$ cat src/rtl/pcf_pkg.sv
// ----------------------------------------------------------------------------
// pcf_pkg
// Shared types and byte codes for the printer controller filter.
// ----------------------------------------------------------------------------
package pcf_pkg;

    localparam int HOLD_DEPTH  = 3;
    localparam int HCW         = $clog2(HOLD_DEPTH + 1);
    localparam int QUEUE_DEPTH = 4;

    localparam logic [7:0] C_NUL  = 8'h00;
    localparam logic [7:0] C_XON  = 8'h11;
    localparam logic [7:0] C_XOFF = 8'h13;
    localparam logic [7:0] C_ESC  = 8'h1B;
    localparam logic [7:0] C_CSI  = 8'h9B;
    localparam logic [7:0] C_LBR  = 8'h5B;
    localparam logic [7:0] C_FOUR = 8'h34;
    localparam logic [7:0] C_FIVE = 8'h35;
    localparam logic [7:0] C_I    = 8'h69;

    // one classified word: held bytes to flush, then an optional tail byte
    typedef struct packed {
        logic [HOLD_DEPTH-1:0][7:0] held;
        logic [HCW-1:0]             cnt;
        logic                       tail_en;
        logic [7:0]                 tail;
        logic                       to_printer;
        logic                       mode_on;
    } t_bundle;

endpackage

$ cat src/rtl/pcf_front.sv
// ----------------------------------------------------------------------------
// pcf_front
// Sequence parser: accepts words, tracks controller mode and held bytes,
// and emits one bundle per word that produces output.
// ----------------------------------------------------------------------------
module pcf_front (
    input  logic             i_clk,
    input  logic             i_rst_n,
    input  logic             i_accept,
    input  logic             i_func,
    input  logic [7:0]       i_byte,
    output logic             o_push,
    output pcf_pkg::t_bundle o_bundle
);
    import pcf_pkg::*;

    localparam logic [2:0] ST_GROUND  = 3'd0;
    localparam logic [2:0] ST_ESC     = 3'd1;
    localparam logic [2:0] ST_CSI     = 3'd2;
    localparam logic [2:0] ST_BRACKET = 3'd3;
    localparam logic [2:0] ST_FOUR    = 3'd4;
    localparam logic [2:0] ST_FIVE    = 3'd5;

    logic [2:0]                 r_st, n_st, st_in;
    logic [HCW-1:0]             r_cnt, n_cnt, base_cnt;
    logic                       r_mode, n_mode;
    logic [HOLD_DEPTH-1:0][7:0] r_held;
    logic                       flush, clr, hold_en, tail_en, to_pr, wr_en;

    always_comb begin
        st_in    = (r_st > ST_FIVE) ? ST_GROUND : r_st;
        n_st     = st_in;
        n_mode   = r_mode;
        flush    = 1'b0;
        clr      = 1'b0;
        hold_en  = 1'b0;
        tail_en  = 1'b0;
        to_pr    = 1'b1;
        if (i_func) begin
            n_mode = 1'b1;
            n_st   = r_st;
        end else if (!r_mode) begin
            tail_en = 1'b1;
            to_pr   = 1'b0;
            n_st    = r_st;
        end else begin
            unique case (i_byte)
                C_NUL, C_XON, C_XOFF: begin
                    flush = 1'b1;
                end
                C_ESC, C_CSI: begin
                    flush   = 1'b1;
                    hold_en = 1'b1;
                    n_st    = (i_byte == C_ESC) ? ST_ESC : ST_CSI;
                end
                C_LBR: begin
                    if (st_in == ST_ESC) begin
                        hold_en = 1'b1;
                        n_st    = ST_BRACKET;
                    end else begin
                        flush   = 1'b1;
                        tail_en = 1'b1;
                        n_st    = ST_GROUND;
                    end
                end
                C_FOUR, C_FIVE: begin
                    if (st_in == ST_BRACKET || st_in == ST_CSI) begin
                        hold_en = 1'b1;
                        n_st    = (i_byte == C_FOUR) ? ST_FOUR : ST_FIVE;
                    end else begin
                        flush   = 1'b1;
                        tail_en = 1'b1;
                        n_st    = ST_GROUND;
                    end
                end
                C_I: begin
                    n_st = ST_GROUND;
                    if (st_in == ST_FOUR) begin
                        clr    = 1'b1;
                        n_mode = 1'b0;
                    end else if (st_in == ST_FIVE) begin
                        clr = 1'b1;
                    end else begin
                        flush   = 1'b1;
                        tail_en = 1'b1;
                    end
                end
                default: begin
                    flush   = 1'b1;
                    tail_en = 1'b1;
                    n_st    = ST_GROUND;
                end
            endcase
        end
        base_cnt = (flush || clr) ? '0 : r_cnt;
        wr_en    = hold_en && (base_cnt < HCW'(HOLD_DEPTH));
        n_cnt    = wr_en ? base_cnt + HCW'(1) : base_cnt;
    end

    always_ff @(posedge i_clk) begin
        if (!i_rst_n) begin
            r_st   <= ST_GROUND;
            r_cnt  <= '0;
            r_mode <= 1'b0;
        end else if (i_accept) begin
            r_st   <= n_st;
            r_cnt  <= n_cnt;
            r_mode <= n_mode;
        end
    end

    always_ff @(posedge i_clk) begin
        if (i_accept && wr_en) begin
            r_held[base_cnt] <= i_byte;
        end
    end

    always_comb begin
        o_bundle.held       = r_held;
        o_bundle.cnt        = flush ? r_cnt : '0;
        o_bundle.tail_en    = tail_en;
        o_bundle.tail       = i_byte;
        o_bundle.to_printer = to_pr;
        o_bundle.mode_on    = n_mode;
        o_push = i_accept && (tail_en || (flush && (r_cnt != '0)));
    end

    a_cnt_range: assert property (@(posedge i_clk) disable iff (!i_rst_n)
        r_cnt <= HCW'(HOLD_DEPTH))
        else $error("hold count out of range");
    a_off_no_hold: assert property (@(posedge i_clk) disable iff (!i_rst_n)
        (i_accept && !i_func && r_mode && !n_mode) |=> (r_cnt == '0 && r_st == ST_GROUND))
        else $error("mode off left held state");
    a_push_mode: assert property (@(posedge i_clk) disable iff (!i_rst_n)
        o_push |-> (o_bundle.to_printer == r_mode))
        else $error("destination does not follow mode");

endmodule

$ cat src/rtl/pcf_queue.sv
// ----------------------------------------------------------------------------
// pcf_queue
// Small register FIFO of bundles between the parser and the emitter.
// ----------------------------------------------------------------------------
module pcf_queue #(
    parameter int DEPTH = pcf_pkg::QUEUE_DEPTH
) (
    input  logic             i_clk,
    input  logic             i_rst_n,
    input  logic             i_push,
    input  pcf_pkg::t_bundle i_data,
    input  logic             i_pop,
    output logic             o_full,
    output logic             o_empty,
    output pcf_pkg::t_bundle o_data
);
    import pcf_pkg::*;

    localparam int PW = (DEPTH > 1) ? $clog2(DEPTH) : 1;
    localparam int CW = $clog2(DEPTH + 1);

    t_bundle         r_mem [DEPTH];
    logic [PW-1:0]   r_wp, r_rp;
    logic [CW-1:0]   r_count;
    logic            push_ok, pop_ok;

    assign o_full  = (r_count == CW'(DEPTH));
    assign o_empty = (r_count == '0);
    assign o_data  = r_mem[r_rp];
    assign push_ok = i_push && !o_full;
    assign pop_ok  = i_pop && !o_empty;

    always_ff @(posedge i_clk) begin
        if (!i_rst_n) begin
            r_wp    <= '0;
            r_rp    <= '0;
            r_count <= '0;
        end else begin
            if (push_ok) begin
                r_wp <= (r_wp == PW'(DEPTH - 1)) ? '0 : r_wp + PW'(1);
            end
            if (pop_ok) begin
                r_rp <= (r_rp == PW'(DEPTH - 1)) ? '0 : r_rp + PW'(1);
            end
            r_count <= r_count + CW'(push_ok) - CW'(pop_ok);
        end
    end

    always_ff @(posedge i_clk) begin
        if (push_ok) begin
            r_mem[r_wp] <= i_data;
        end
    end

    a_no_overflow: assert property (@(posedge i_clk) disable iff (!i_rst_n)
        i_push |-> !o_full)
        else $error("push into full queue");
    a_no_underflow: assert property (@(posedge i_clk) disable iff (!i_rst_n)
        i_pop |-> !o_empty)
        else $error("pop from empty queue");
    a_count_track: assert property (@(posedge i_clk) disable iff (!i_rst_n)
        (push_ok && !pop_ok) |=> (r_count == $past(r_count) + CW'(1)))
        else $error("queue count lost a push");

endmodule

$ cat src/rtl/pcf_back.sv
// ----------------------------------------------------------------------------
// pcf_back
// Emitter: walks a bundle, held bytes then tail, a word per cycle while ready.
// ----------------------------------------------------------------------------
module pcf_back (
    input  logic             i_clk,
    input  logic             i_rst_n,
    input  logic             i_q_empty,
    input  pcf_pkg::t_bundle i_q_data,
    output logic             o_q_pop,
    output logic             o_valid,
    input  logic             i_ready,
    output logic [7:0]       o_byte,
    output logic             o_to_printer,
    output logic             o_last,
    output logic             o_mode_on
);
    import pcf_pkg::*;

    t_bundle          r_bun;
    logic             r_busy;
    logic [HCW-1:0]   r_idx;
    logic [HCW:0]     total;
    logic             last, load;

    assign total = {1'b0, r_bun.cnt} + (HCW+1)'(r_bun.tail_en);
    assign last  = ({1'b0, r_idx} + (HCW+1)'(1)) == total;
    assign load  = !r_busy || (i_ready && last);
    assign o_q_pop = load && !i_q_empty;

    always_comb begin
        o_byte = r_bun.tail;
        for (int k = 0; k < HOLD_DEPTH; k++) begin
            if (r_idx == HCW'(k) && r_idx < r_bun.cnt) begin
                o_byte = r_bun.held[k];
            end
        end
    end

    assign o_valid      = r_busy;
    assign o_to_printer = r_bun.to_printer;
    assign o_mode_on    = r_bun.mode_on;
    assign o_last       = last;

    always_ff @(posedge i_clk) begin
        if (!i_rst_n) begin
            r_busy <= 1'b0;
            r_idx  <= '0;
        end else if (load) begin
            r_busy <= !i_q_empty;
            r_idx  <= '0;
        end else if (i_ready) begin
            r_idx <= r_idx + HCW'(1);
        end
    end

    always_ff @(posedge i_clk) begin
        if (load && !i_q_empty) begin
            r_bun <= i_q_data;
        end
    end

    a_nonempty: assert property (@(posedge i_clk) disable iff (!i_rst_n)
        r_busy |-> (total != '0))
        else $error("empty bundle in emitter");
    a_idx_range: assert property (@(posedge i_clk) disable iff (!i_rst_n)
        r_busy |-> ({1'b0, r_idx} < total))
        else $error("emitter index past bundle");
    a_idle_drain: assert property (@(posedge i_clk) disable iff (!i_rst_n)
        (r_busy && i_ready && last && i_q_empty) |=> !r_busy)
        else $error("emitter stayed busy after drain");

endmodule

$ cat src/rtl/printer_controller_filter.sv
// ----------------------------------------------------------------------------
// printer_controller_filter
// Printer controller mode filter: parser front, bundle queue, byte emitter.
// ----------------------------------------------------------------------------
//  channel  dir  tdata        tuser                      tlast
//  s        in   in_byte[7:0] func                       -
//  m        out  out_byte     [0] to_printer [1] mode_on last_of_run
//
//  Input words are taken one per cycle while the queue has room.
//  A word yields 0 to 4 output words; the emitter sends one per cycle while
//  m_tready is high, and holds a word's results until all are sent.
//  Output words pass through the queue and the emitter's bundle register.
//  Reset is synchronous, active low; no clearing pass after reset.
// ----------------------------------------------------------------------------
module printer_controller_filter #(
    parameter int QUEUE_DEPTH = pcf_pkg::QUEUE_DEPTH
) (
    input  logic       i_clk,
    input  logic       i_rst_n,
    input  logic       i_s_tvalid,
    output logic       o_s_tready,
    input  logic [7:0] i_s_tdata,   // [7:0] in_byte
    input  logic       i_s_tuser,   // [0] func
    output logic       o_m_tvalid,
    input  logic       i_m_tready,
    output logic [7:0] o_m_tdata,   // [7:0] out_byte
    output logic [1:0] o_m_tuser,   // [0] to_printer, [1] mode_on
    output logic       o_m_tlast
);
    import pcf_pkg::*;

    t_bundle push_data, head;
    logic    accept, push, full, empty, pop;
    logic    to_pr, mode_on;

    assign o_s_tready = !full;
    assign accept     = i_s_tvalid && !full;

    pcf_front u_front (
        .i_clk    (i_clk),
        .i_rst_n  (i_rst_n),
        .i_accept (accept),
        .i_func   (i_s_tuser),
        .i_byte   (i_s_tdata),
        .o_push   (push),
        .o_bundle (push_data)
    );

    pcf_queue #(
        .DEPTH (QUEUE_DEPTH)
    ) u_queue (
        .i_clk   (i_clk),
        .i_rst_n (i_rst_n),
        .i_push  (push),
        .i_data  (push_data),
        .i_pop   (pop),
        .o_full  (full),
        .o_empty (empty),
        .o_data  (head)
    );

    pcf_back u_back (
        .i_clk        (i_clk),
        .i_rst_n      (i_rst_n),
        .i_q_empty    (empty),
        .i_q_data     (head),
        .o_q_pop      (pop),
        .o_valid      (o_m_tvalid),
        .i_ready      (i_m_tready),
        .o_byte       (o_m_tdata),
        .o_to_printer (to_pr),
        .o_last       (o_m_tlast),
        .o_mode_on    (mode_on)
    );

    assign o_m_tuser = {mode_on, to_pr};

endmodule
$ cat config.mk
export PLATFORM = sky130hd
export DESIGN_NAME = printer_controller_filter
export DESIGN_NICKNAME = d
export VERILOG_FILES = /design/src/rtl/pcf_pkg.sv /design/src/rtl/pcf_front.sv /design/src/rtl/pcf_queue.sv /design/src/rtl/pcf_back.sv /design/src/rtl/printer_controller_filter.sv
export SDC_FILE = /design/constraint.sdc
export NUM_CORES = 1
export LEC_CHECK = 0
export BUFFER_PORTS_ARGS = -buffer_cell sky130_fd_sc_hd__buf_2
export CAP_MARGIN = 10
export CORE_ASPECT_RATIO = 0.6
export CORE_MARGIN = 4
export CORE_UTILIZATION = 45
export CTS_CLUSTER_DIAMETER = 150
export CTS_CLUSTER_SIZE = 12
export DETAILED_ROUTE_END_ITERATION = 8
export SLEW_MARGIN = 20
export SYNTH_ARGS = -nofsm -noshare
export SYNTH_HDL_FRONTEND = slang
export SYNTH_SLANG_ARGS = --single-unit
export TNS_END_PERCENT = 100
$ cat constraint.sdc
create_clock -name i_clk -period 5.6 [get_ports i_clk]
set_clock_uncertainty 0.15 [all_clocks]
set_input_delay 1.4 -clock i_clk [delete_from_list [all_inputs] [get_ports i_clk]]
set_output_delay 1.4 -clock i_clk [all_outputs]
set_load 0.05 [all_outputs]
# After elaboration in Yosys (flattened, before gate mapping)
# Memory sizes are Yosys's and may differ from the RTL's. A register that Yosys moved wholly into a read port is not among the register bits.
# Cells that the tools add are included.
classes:
  n_shift: 0
  muxes: 45
  div_mod_pow: 0
  magnitude_cmp: 5
  n_eq_ne: 19
  bitwise: 2
  n_addsub: 8
  n_reduce_logical: 30
  n_mul: 0
ops:
  columns: ["cell", "n"]
  rows:
  - ["8-bit two-way mux", 4]
  - ["1-bit two-way mux", 26]
  - ["24-bit bitwise mux", 1]
  - ["8-bit by 5-bit equality test with 1-bit output, second input constant", 3]
  - ["8-bit demux with 2-bit select", 1]
  - ["8-bit by 6-bit equality test with 1-bit output, second input constant", 2]
  - ["8-bit by 7-bit equality test with 1-bit output, second input constant", 2]
  - ["2-bit two-way mux", 7]
  - ["1-bit logical AND", 13]
  - ["3-bit case mux with 4 select lines", 1]
  - ["3-bit equality test, second input constant", 3]
  - ["2-bit by 1-bit adder with 2-bit output, second input constant", 4]
  - ["8-bit equality test, second input constant", 1]
  - ["8-bit zero test", 1]
  - ["2-bit equality test, second input constant", 3]
  - ["3-bit by 2-bit equality test with 1-bit output, second input constant", 2]
  - ["3-bit two-way mux", 2]
  - ["1-bit case mux with 3 select lines", 2]
  - ["2-bit OR reduction", 3]
  - ["5-bit OR reduction", 1]
  - ["1-bit logical OR", 4]
  - ["1-bit case mux with 4 select lines", 1]
  - ["2-bit by 1-bit adder with 3-bit output", 1]
  - ["2-bit by 1-bit adder with 3-bit output, second input constant", 1]
  - ["other kinds (17)", 20]
word_totals:
  out_inout_bits: 13
  wordCells: 121
  latchBits: 0
  reg_bits: 40
  ram_bits: 148
  mem_bits_ro: 0
  inputBits: 13
  memories: 1
memory_table:
  columns: ["name", "words", "width", "read_ports", "rd_ports_with_merged_regs", "write_ports", "line_no", "rtl"]
  rows:
  - ["u_queue.r_mem", 4, 37, 1, 1, 1, "pcf_queue.sv:22", "t_bundle r_mem [DEPTH];"]

# Logic depth before layout (Yosys ltp)
# Gate-level depths: netlist of the first run.
depth:
  ltp_word: 15
  depth_mapped: 12
  ltp_nobuf: 12

# Modules after synthesis
# From an unflattened synthesis of the first run, not the netlist that was laid out.
hier_totals:
  cells_unflattened: 509
  hier_area_um2: 9211.3
modules_own_cells:
  columns: ["module", "cells_per_inst", "area_per_inst_um2", "seq_area_each_um2", "n_inst"]
  rows:
  - ["pcf_queue", 245, 5876.9, 4624.4, 1]
  - ["pcf_back", 121, 1730.4, 1171.1, 1]
  - ["pcf_front", 139, 1579.0, 840.8, 1]
  - ["printer_controller_filter", 4, 25.0, 0.0, 1]

# Worst setup path before layout of the first run
# No wires, ideal clock.
synth_timing:
  path_type: "register -> register"
  startpoint: "register, netlist name u_back.r_bun[11]"
  endpoint: "register u_queue.r_count[1]"
  setup_ps: 115
  synth_period_minus_slack_ps: 5747
  stages_incl_launch_ff: 12
  required_ps: 5335
  slack_ps: -147
  n_path_buf: 0
  arrival_ps: 5482
  path_cell_list: "edfxtp_1 -> ha_1 -> ha_1 -> xor2_1 -> nor3_1 -> a21boi_0 -> nor2_1 -> ha_1 -> inv_1 -> ha_1 -> fa_1 -> and2_1"
synth_between:
  elab_chain_cells: 7
synth_rtl:
  columns: ["item", "line_no", "rtl"]
  rows:
  - ["2-bit by 1-bit adder with 3-bit output", "pcf_back.sv:26", "assign total = {1'b0, r_bun.cnt} + (HCW+1)'(r_bun.tail_en);"]
  - ["3-bit equality test", "pcf_back.sv:27", "assign last = ({1'b0, r_idx} + (HCW+1)'(1)) == total;"]
  - ["named net o_m_tlast", "printer_controller_filter.sv:28", "output logic o_m_tlast"]
  - ["1-bit logical AND", "pcf_back.sv:28", "assign load = !r_busy || (i_ready && last);"]
  - ["1-bit logical OR", "pcf_back.sv:28", null]
  - ["1-bit logical AND", "pcf_back.sv:29", "assign o_q_pop = load && !i_q_empty;"]
  - ["named net pop", "printer_controller_filter.sv:33", "logic accept, push, full, empty, pop;"]
  - ["1-bit logical AND", "pcf_queue.sv:31", "assign pop_ok = i_pop && !o_empty;"]
  - ["3-bit by 1-bit subtractor with 3-bit output", "pcf_queue.sv:45", "r_count <= r_count + CW'(push_ok) - CW'(pop_ok);"]
  - ["end signal, assigned", "pcf_queue.sv:45", null]
  - ["end, declared", "pcf_queue.sv:24", "logic [CW-1:0] r_count;"]
# The timed path passes the listed nets, and every way through them passes these cells.
# A chain may end at the register's enable or synchronous reset.

# Worst setup path in the final report of the first run
layout_timing:
  startpoint: "register, netlist name u_back.r_bun[12]"
  endpoint: "output port o_m_tdata[1]"
layout_between:
  elab_chain_cells: 5
  elab_cells_between_ends: 7
  classes_between: "1 x order compare; 3 x mux; 3 x reduce/logical"
layout_rtl:
  columns: ["item", "line_no", "rtl"]
  rows:
  - ["2-bit less-than comparator *", "pcf_back.sv:34", "if (r_idx == HCW'(k) && r_idx < r_bun.cnt) begin"]
  - ["1-bit logical AND", "pcf_back.sv:34", null]
  - ["8-bit two-way mux (2 in a row)", "pcf_back.sv:34", null]
  - ["8-bit two-way mux *", "pcf_back.sv:34", null]
  - ["end, declared", "printer_controller_filter.sv:26", "output logic [7:0] o_m_tdata,"]
# Mark *: on every way between the ends. The rest lies on a longest branch, timed or not.

==> impl_results.md, run 1 <==
* Routability cong. at 0.810
* CP Launch Type: flip-flop
* Final #Nets at 538
* CTS Sinks at 225
* Initial antenna violation count at 0
* Overall die width at 188 um
* Top cell type's share of synthesized area at 71.5%
* Critical path class: reg -> out
* GRT Util Overall at 15.7%
* IO buf count at 25
* CTS tree: yes
* Crit path from: u_back.r_bun[12]
* Hold Path Class: reg -> reg
* Setup Fix Bufs, Post-CTS at 0
* Max-Cap Viols at 0
* Unrepaired setup endpoints after global routing: false
* H-tree Lvls at 1
* First-pass GRT wire length at 25800 um
* Synth top area cells: edfxtp_1, mux4_2, dfxtp_1
* # rows at 39
* Worst Setup End Kind: output port
* EDFF count, synth at 209
* Power Density at 479 nW/um^2
* Vert. Die Dim at 116 um
* RR Startpoint: u_back.r_idx[0]
* Routed Antenna Nets at 0
* Die area at 21900 um^2
* Core box area at 19100 um^2
* Clock slew at reported path FFs at 0.06 ns
* Min Clock Period, post-route at 4.53 ns
* Mapped Cells at 467
* Post-synthesis to final-layout area growth at 12.4%
* Worst flop-to-flop path endpoint: u_queue.r_count[2]
* Async set-reset flop share out of synthesis at 0%
* Worst Hold End: u_queue.r_mem[0][17]
* Final setup margin at 1.07 ns
* Post-synthesis sequential area ratio at 75.2%
* HPWL after DPL at 10600 um
* Router iterations before antenna repair at 7
* N_diodes at 0
* Max VDD drop at 0.306 mV
* Largest net degree at the start of global routing at 41
* Area leader, netlist: edfxtp_1
* Remaining DRCs at 0
* Drt first-iter violations at 374
* Worst hold stages at 0
* Worst-Margin Slew at 1.10 ns
* Syn_nets at 499
* Slew Limit Fails at 0
* Final hold violation count at 0
* Total CTS buffers at 22
* Setup TNS at 0 ns
* Slew Limit Headroom at 26.9%
* R2r worst-path depth at 13
* Layout cell share with drive strength beyond 1 at 20.7%
* Initial Utilization at 46.0%
* Post-synth top flop: edfxtp_1
* Routed WL per cell at 21.3 um
* Final WL at 16800 um
* Post-Syn Area at 8770 um^2
* Count of state elements after synthesis at 225
* R2R Setup Slk at 1.82 ns
* DR vias at 4124
* Cts hold-fix bufs at 0
* Worst-skew pair later-pin latency at 0.49 ns
* Vias per inst at 5.23
* Status: finished, final reports clean
* Synth Area per Inst at 18.8 um^2
* Required @ worst endpoint at 4.05 ns
* Maximum root-to-sink buffer count at 3
* Leakage Power at 3.25 nW
* Ports at 26
* Total gr overflow at 0
* Crit-path max FO at 8
* Min-delay src: u_front.o_bundle[17]
* CTS Root Cell: clkbuf_16
* Post-CTS resize count at 0
* Synth cell types at 46
* CP arrival at 2.98 ns
* Final setup viols at 0
* Worst slack, placed at 1.25 ns
* Crit share post-route at 80.9%
* YS warnings at 0
* Vias in the first global route at 4191
* F_max at 0.221 GHz
flip-flops by register name, summed over array words and instances (netlist names):
register             cells
u_back.o_mode_on         1
u_back.r_idx             2
u_back.o_to_printer      1
u_back.r_bun            35
u_front.r_mode           1
u_queue.r_count          3
u_queue.r_rp             2
u_front.r_cnt            2
u_front.r_st             3
u_back.o_valid           1
u_front.o_bundle        24
u_queue.r_mem          148
u_queue.r_wp             2
layout by cell type, fill, tap and decap left out, types with 2 or more instances in the layout:
master and count:
nor2_1 19, or3b_2 2, xor2_1 3, mux2i_1 12
dfxtp_2 2, a21oi_1 16, o21ai_0 13, buf_4 6
xnor2_1 3, clkbuf_16 23, buf_2 25, or2_2 2
a21boi_0 3, nand3_1 2, clkbuf_1 16, mux4_2 37
and2_1 10, or3_1 5, ha_1 18, o21ai_1 3
nand4b_1 2, nor3_1 4, nand2b_1 7, nand3b_1 3
dfxtp_1 14, inv_1 14, and2_2 4, nand2_1 22
edfxtp_1 209, nor2b_1 3
metal layers:
metal | routed length (um) | vias to the layer above | part of all wire (%) | GRT usage (%)
li1 | - | 1907 | - | -
met1 | 8560 | 2091 | 51 | 25.9
met2 | 6950 | 106 | 42 | 21.9
met3 | 1040 | 20 | 6.2 | 3.38
met4 | 198 | 0 | 1.2 | 2.79
met5 | 0 | - | 0 | 0
metrics by stage:
| stage | cells | hold slack [ns] | total power, mW | util, % | instance area, um^2 |
|---|---|---|---|---|---|
| detailed placement | 748 | 0.339 | 3.47 | 48.3 | 9220 |
| floorplan | 467 | 0.304 | 3.11 | - | 8770 |
| global placement | 748 | 0.331 | 3.43 | 48.3 | 9220 |
| global route | 788 | 0.378 | 4.97 | 51.7 | 9860 |
| CTS | 788 | 0.356 | 4.80 | 51.7 | 9860 |
| finish | 788 | 0.353 | 4.73 | 51.7 | 9860 |
logic make-up (layout without fill, tap and decap cells):
group           after synthesis  in the layout  synth area share (%)
buf+inv                      30             85                  1.40
compound gates               46             46                  3.54
mux                          49             49                  10.9
simple gates                 92             92                  5.61
xor+xnor                      6              6                 0.599
fa+ha+maj                    19             19                  2.80
flops                       225            225                  75.2
synth_stat cells (2+ instances only):
cell / number
o21ai_1: 3
dfxtp_1: 16
mux2i_1: 12
edfxtp_1: 209
nand4b_1: 2
or3_1: 5
xor2_1: 3
inv_1: 14
nand2b_1: 7
nor3_1: 4
buf_1: 4
nand3_1: 2
clkbuf_1: 8
o21ai_0: 13
nand3b_1: 3
a21boi_0: 3
buf_4: 2
nor2b_1: 3
or2_2: 2
and2_1: 14
nor2_1: 20
a21oi_1: 16
nand2_1: 22
or3b_2: 2
mux4_2: 37
buf_2: 2
xnor2_1: 3
ha_1: 18
power by group:
part / internal [mW] / total, mW / switching [mW]
logic: 0.399 / 1.14 / 0.743
registers: 2.12 / 2.26 / 0.138
clock network: 0.764 / 1.33 / 0.565
layout make-up:
cell class	instances	area, um^2
flip-flops and latches	225	6600
clock buffers	39	636
repair buffers	31	170
well taps	266	333
fillers	1520	9220
clock inverters	1	5.00
multi-input cells	212	2070
inverters	14	52.6
worst max-delay path: stages, from the launching register on:
cell	delay, ns
edfxtp_1	0.40
inv_1	0.08
ha_1	0.26
a211oi_4	0.70
mux2i_1	0.48
nor2_1	0.10
a21oi_1	0.13
o21ai_0	0.08
buf_2	0.24
worst max path at each step:
stage | depth (start not counted) | slack (ns) | end
2_1_floorplan | 11 | 0.51 | u_queue.r_count[1]
3_3_place_gp | 7 | 1.29 | u_queue.r_mem[2][25]
3_5_place_dp | 7 | 1.25 | u_queue.r_mem[2][25]
4_1_cts | 8 | 1.02 | o_m_tdata[3]
5_1_grt | 8 | 0.84 | o_m_tdata[1]
6_report | 8 | 1.07 | o_m_tdata[1]
(Power assumes the default switching activity.)
==> inputs of run 2 (changes only) <==
Clock period 5.6 ns to 4.2 ns, I/O delays scaled along.
==> run 2 against run 1 <==
Sequential share of layout area shrank 0.18 points. Register-to-register slack lost 0.97 ns. Routed wire length shrank 2.1%. Non-clock buffer count shrank 1. Setup slack lost 0.82 ns. Core utilization grew 0.14 points. Clock-buffer cell count is the same. Total power grew 34%. Largest cell class unchanged.
==> impl_results.md, run 2 (same netlist as run 1, synthesis figures left out) <==
* Final #Nets at 537
* Largest register FFs at 148
* Router iterations before antenna repair at 5
* First-pass GRT wire length at 25100 um
* Clock slew at reported path FFs at 0.06 ns
* Worst slack, placed at 0.0735 ns
* Status: finished, final reports clean
* Routability cong. at 0.853
* Overall die width at 188 um
* Commonest non-fill, non-tap cell in the layout: edfxtp_1
* Vias in the first global route at 4152
* CP arrival at 2.75 ns
* Worst-Margin Slew at 1.12 ns
* Cells after DPL at 746
* Leakage Power at 3.26 nW
* Slew Limit Fails at 0
* Total CTS buffers at 22
* Hold Path Class: reg -> reg
* Largest net degree at the start of global routing at 41
* Max-Cap Viols at 0
* Remaining DRCs at 0
* Core box area at 19100 um^2
* Most frequent cells in the layout: edfxtp_1, mux4_2, buf_2
* HPWL after DPL at 10100 um
* Area of the multi-input gates at 2070 um^2
* Initial Utilization at 46.0%
* Unrepaired setup endpoints after global routing: false
* Hold_ws at 0.348 ns
* Crit-path max FO at 16
* GR Layer Usage met1 at 25.9%
* Post-synthesis to final-layout area growth at 12.7%
* H-tree Lvls at 1
* F_max at 0.253 GHz
* Sequential Area at 6600 um^2
* Required @ worst endpoint at 3.00 ns
* CTS tree: yes
* Cell Area, Placed at 9220 um^2
* Worst-skew pair later-pin latency at 0.49 ns
* Vert. Die Dim at 116 um
* Reg with most FFs: u_queue.r_mem
* Initial antenna violation count at 0
* Setup TNS at 0 ns
* CP Launch Type: flip-flop
* Maximum root-to-sink buffer count at 3
* Min Clock Period, post-route at 3.95 ns
* Grt met3 use at 2.69%
* Final WL at 16400 um
* Overall power at 6.33 mW
* Fillcell total at 1554
* GRT busiest layer: met1
* Ports at 26
* Non-filler cells, final at 787
* Critical path class: reg -> out
* Final hold violation count at 0
* Vias per inst at 5.28
* Total gr overflow at 0
* DR vias at 4152
* Final setup viols at 0
* Crit share post-route at 94.0%
* CTS Sinks at 225
* GRT Util Overall at 15.3%
* Worst Setup End Kind: output port
* Max VDD drop at 0.382 mV
* IO buf count at 25
* Slew Limit Headroom at 25.3%
* Post-CTS resize count at 0
* Final Util at 51.8%
* Final Cell Area at 9890 um^2
* # rows at 39
* N_diodes at 0
* Power Density at 640 nW/um^2
* Routed Antenna Nets at 0
* Drt first-iter violations at 327
* Met2 Use GR at 20.7%
* Routed WL per cell at 20.8 um
* Layout cell share with drive strength beyond 1 at 20.7%
* Final setup margin at 0.254 ns
* Die area at 21900 um^2
* CTS Root Cell: clkbuf_16
-- run 2: per-layer routing --
metal  up-vias  wire length [um]
met5         -                 0
met1      2110              8770
met2       114              6530
met3        18               894
li1       1910                 -
met4         0               198
-- run 2: layout make-up --
| class | instances | area share [%] |
|---|---|---|
| Clock buffer | 39 | 6.43 |
| Clock inverter | 1 | 0.0506 |
| Inverter | 14 | 0.532 |
| Multi-Input combinational cell | 212 | 21.0 |
| Sequential cell | 225 | 66.7 |
| Tap cell | 266 | 3.37 |
| Timing Repair Buffer | 30 | 1.90 |
-- run 2: path summary, 6_finish.rpt --
check	from	endpoint	slack [ns]	cells past startpoint
setup / recovery	u_back.r_bun[12]	o_m_tdata[0]	0.25	8
setup reg to reg	u_back.r_idx[0]	u_queue.r_count[2]	0.85	12
hold reg to reg	u_front.o_bundle[13]	u_queue.r_mem[2][13]	0.35	0
hold / removal	u_front.o_bundle[13]	u_queue.r_mem[2][13]	0.35	0
-- run 2: critical path, stage by stage, from the launching register on --
cell	delay [ns]
edfxtp_1	0.42
inv_1	0.08
ha_1	0.26
a21oi_1	0.17
and2_1	0.57
nor2_1	0.11
a21oi_1	0.29
o21ai_0	0.12
buf_2	0.23
-- run 2: report_power, final --
group	switching, mW	internal, mW
combinational	1.02	0.564
sequential	0.148	2.82
clock	0.754	1.02
-- run 2: repair_timing --
action                     4_1_cts  5_1_grt
hold buffers                     0        0
buffers inserted                 0        1
setup endpoints to repair        0        3
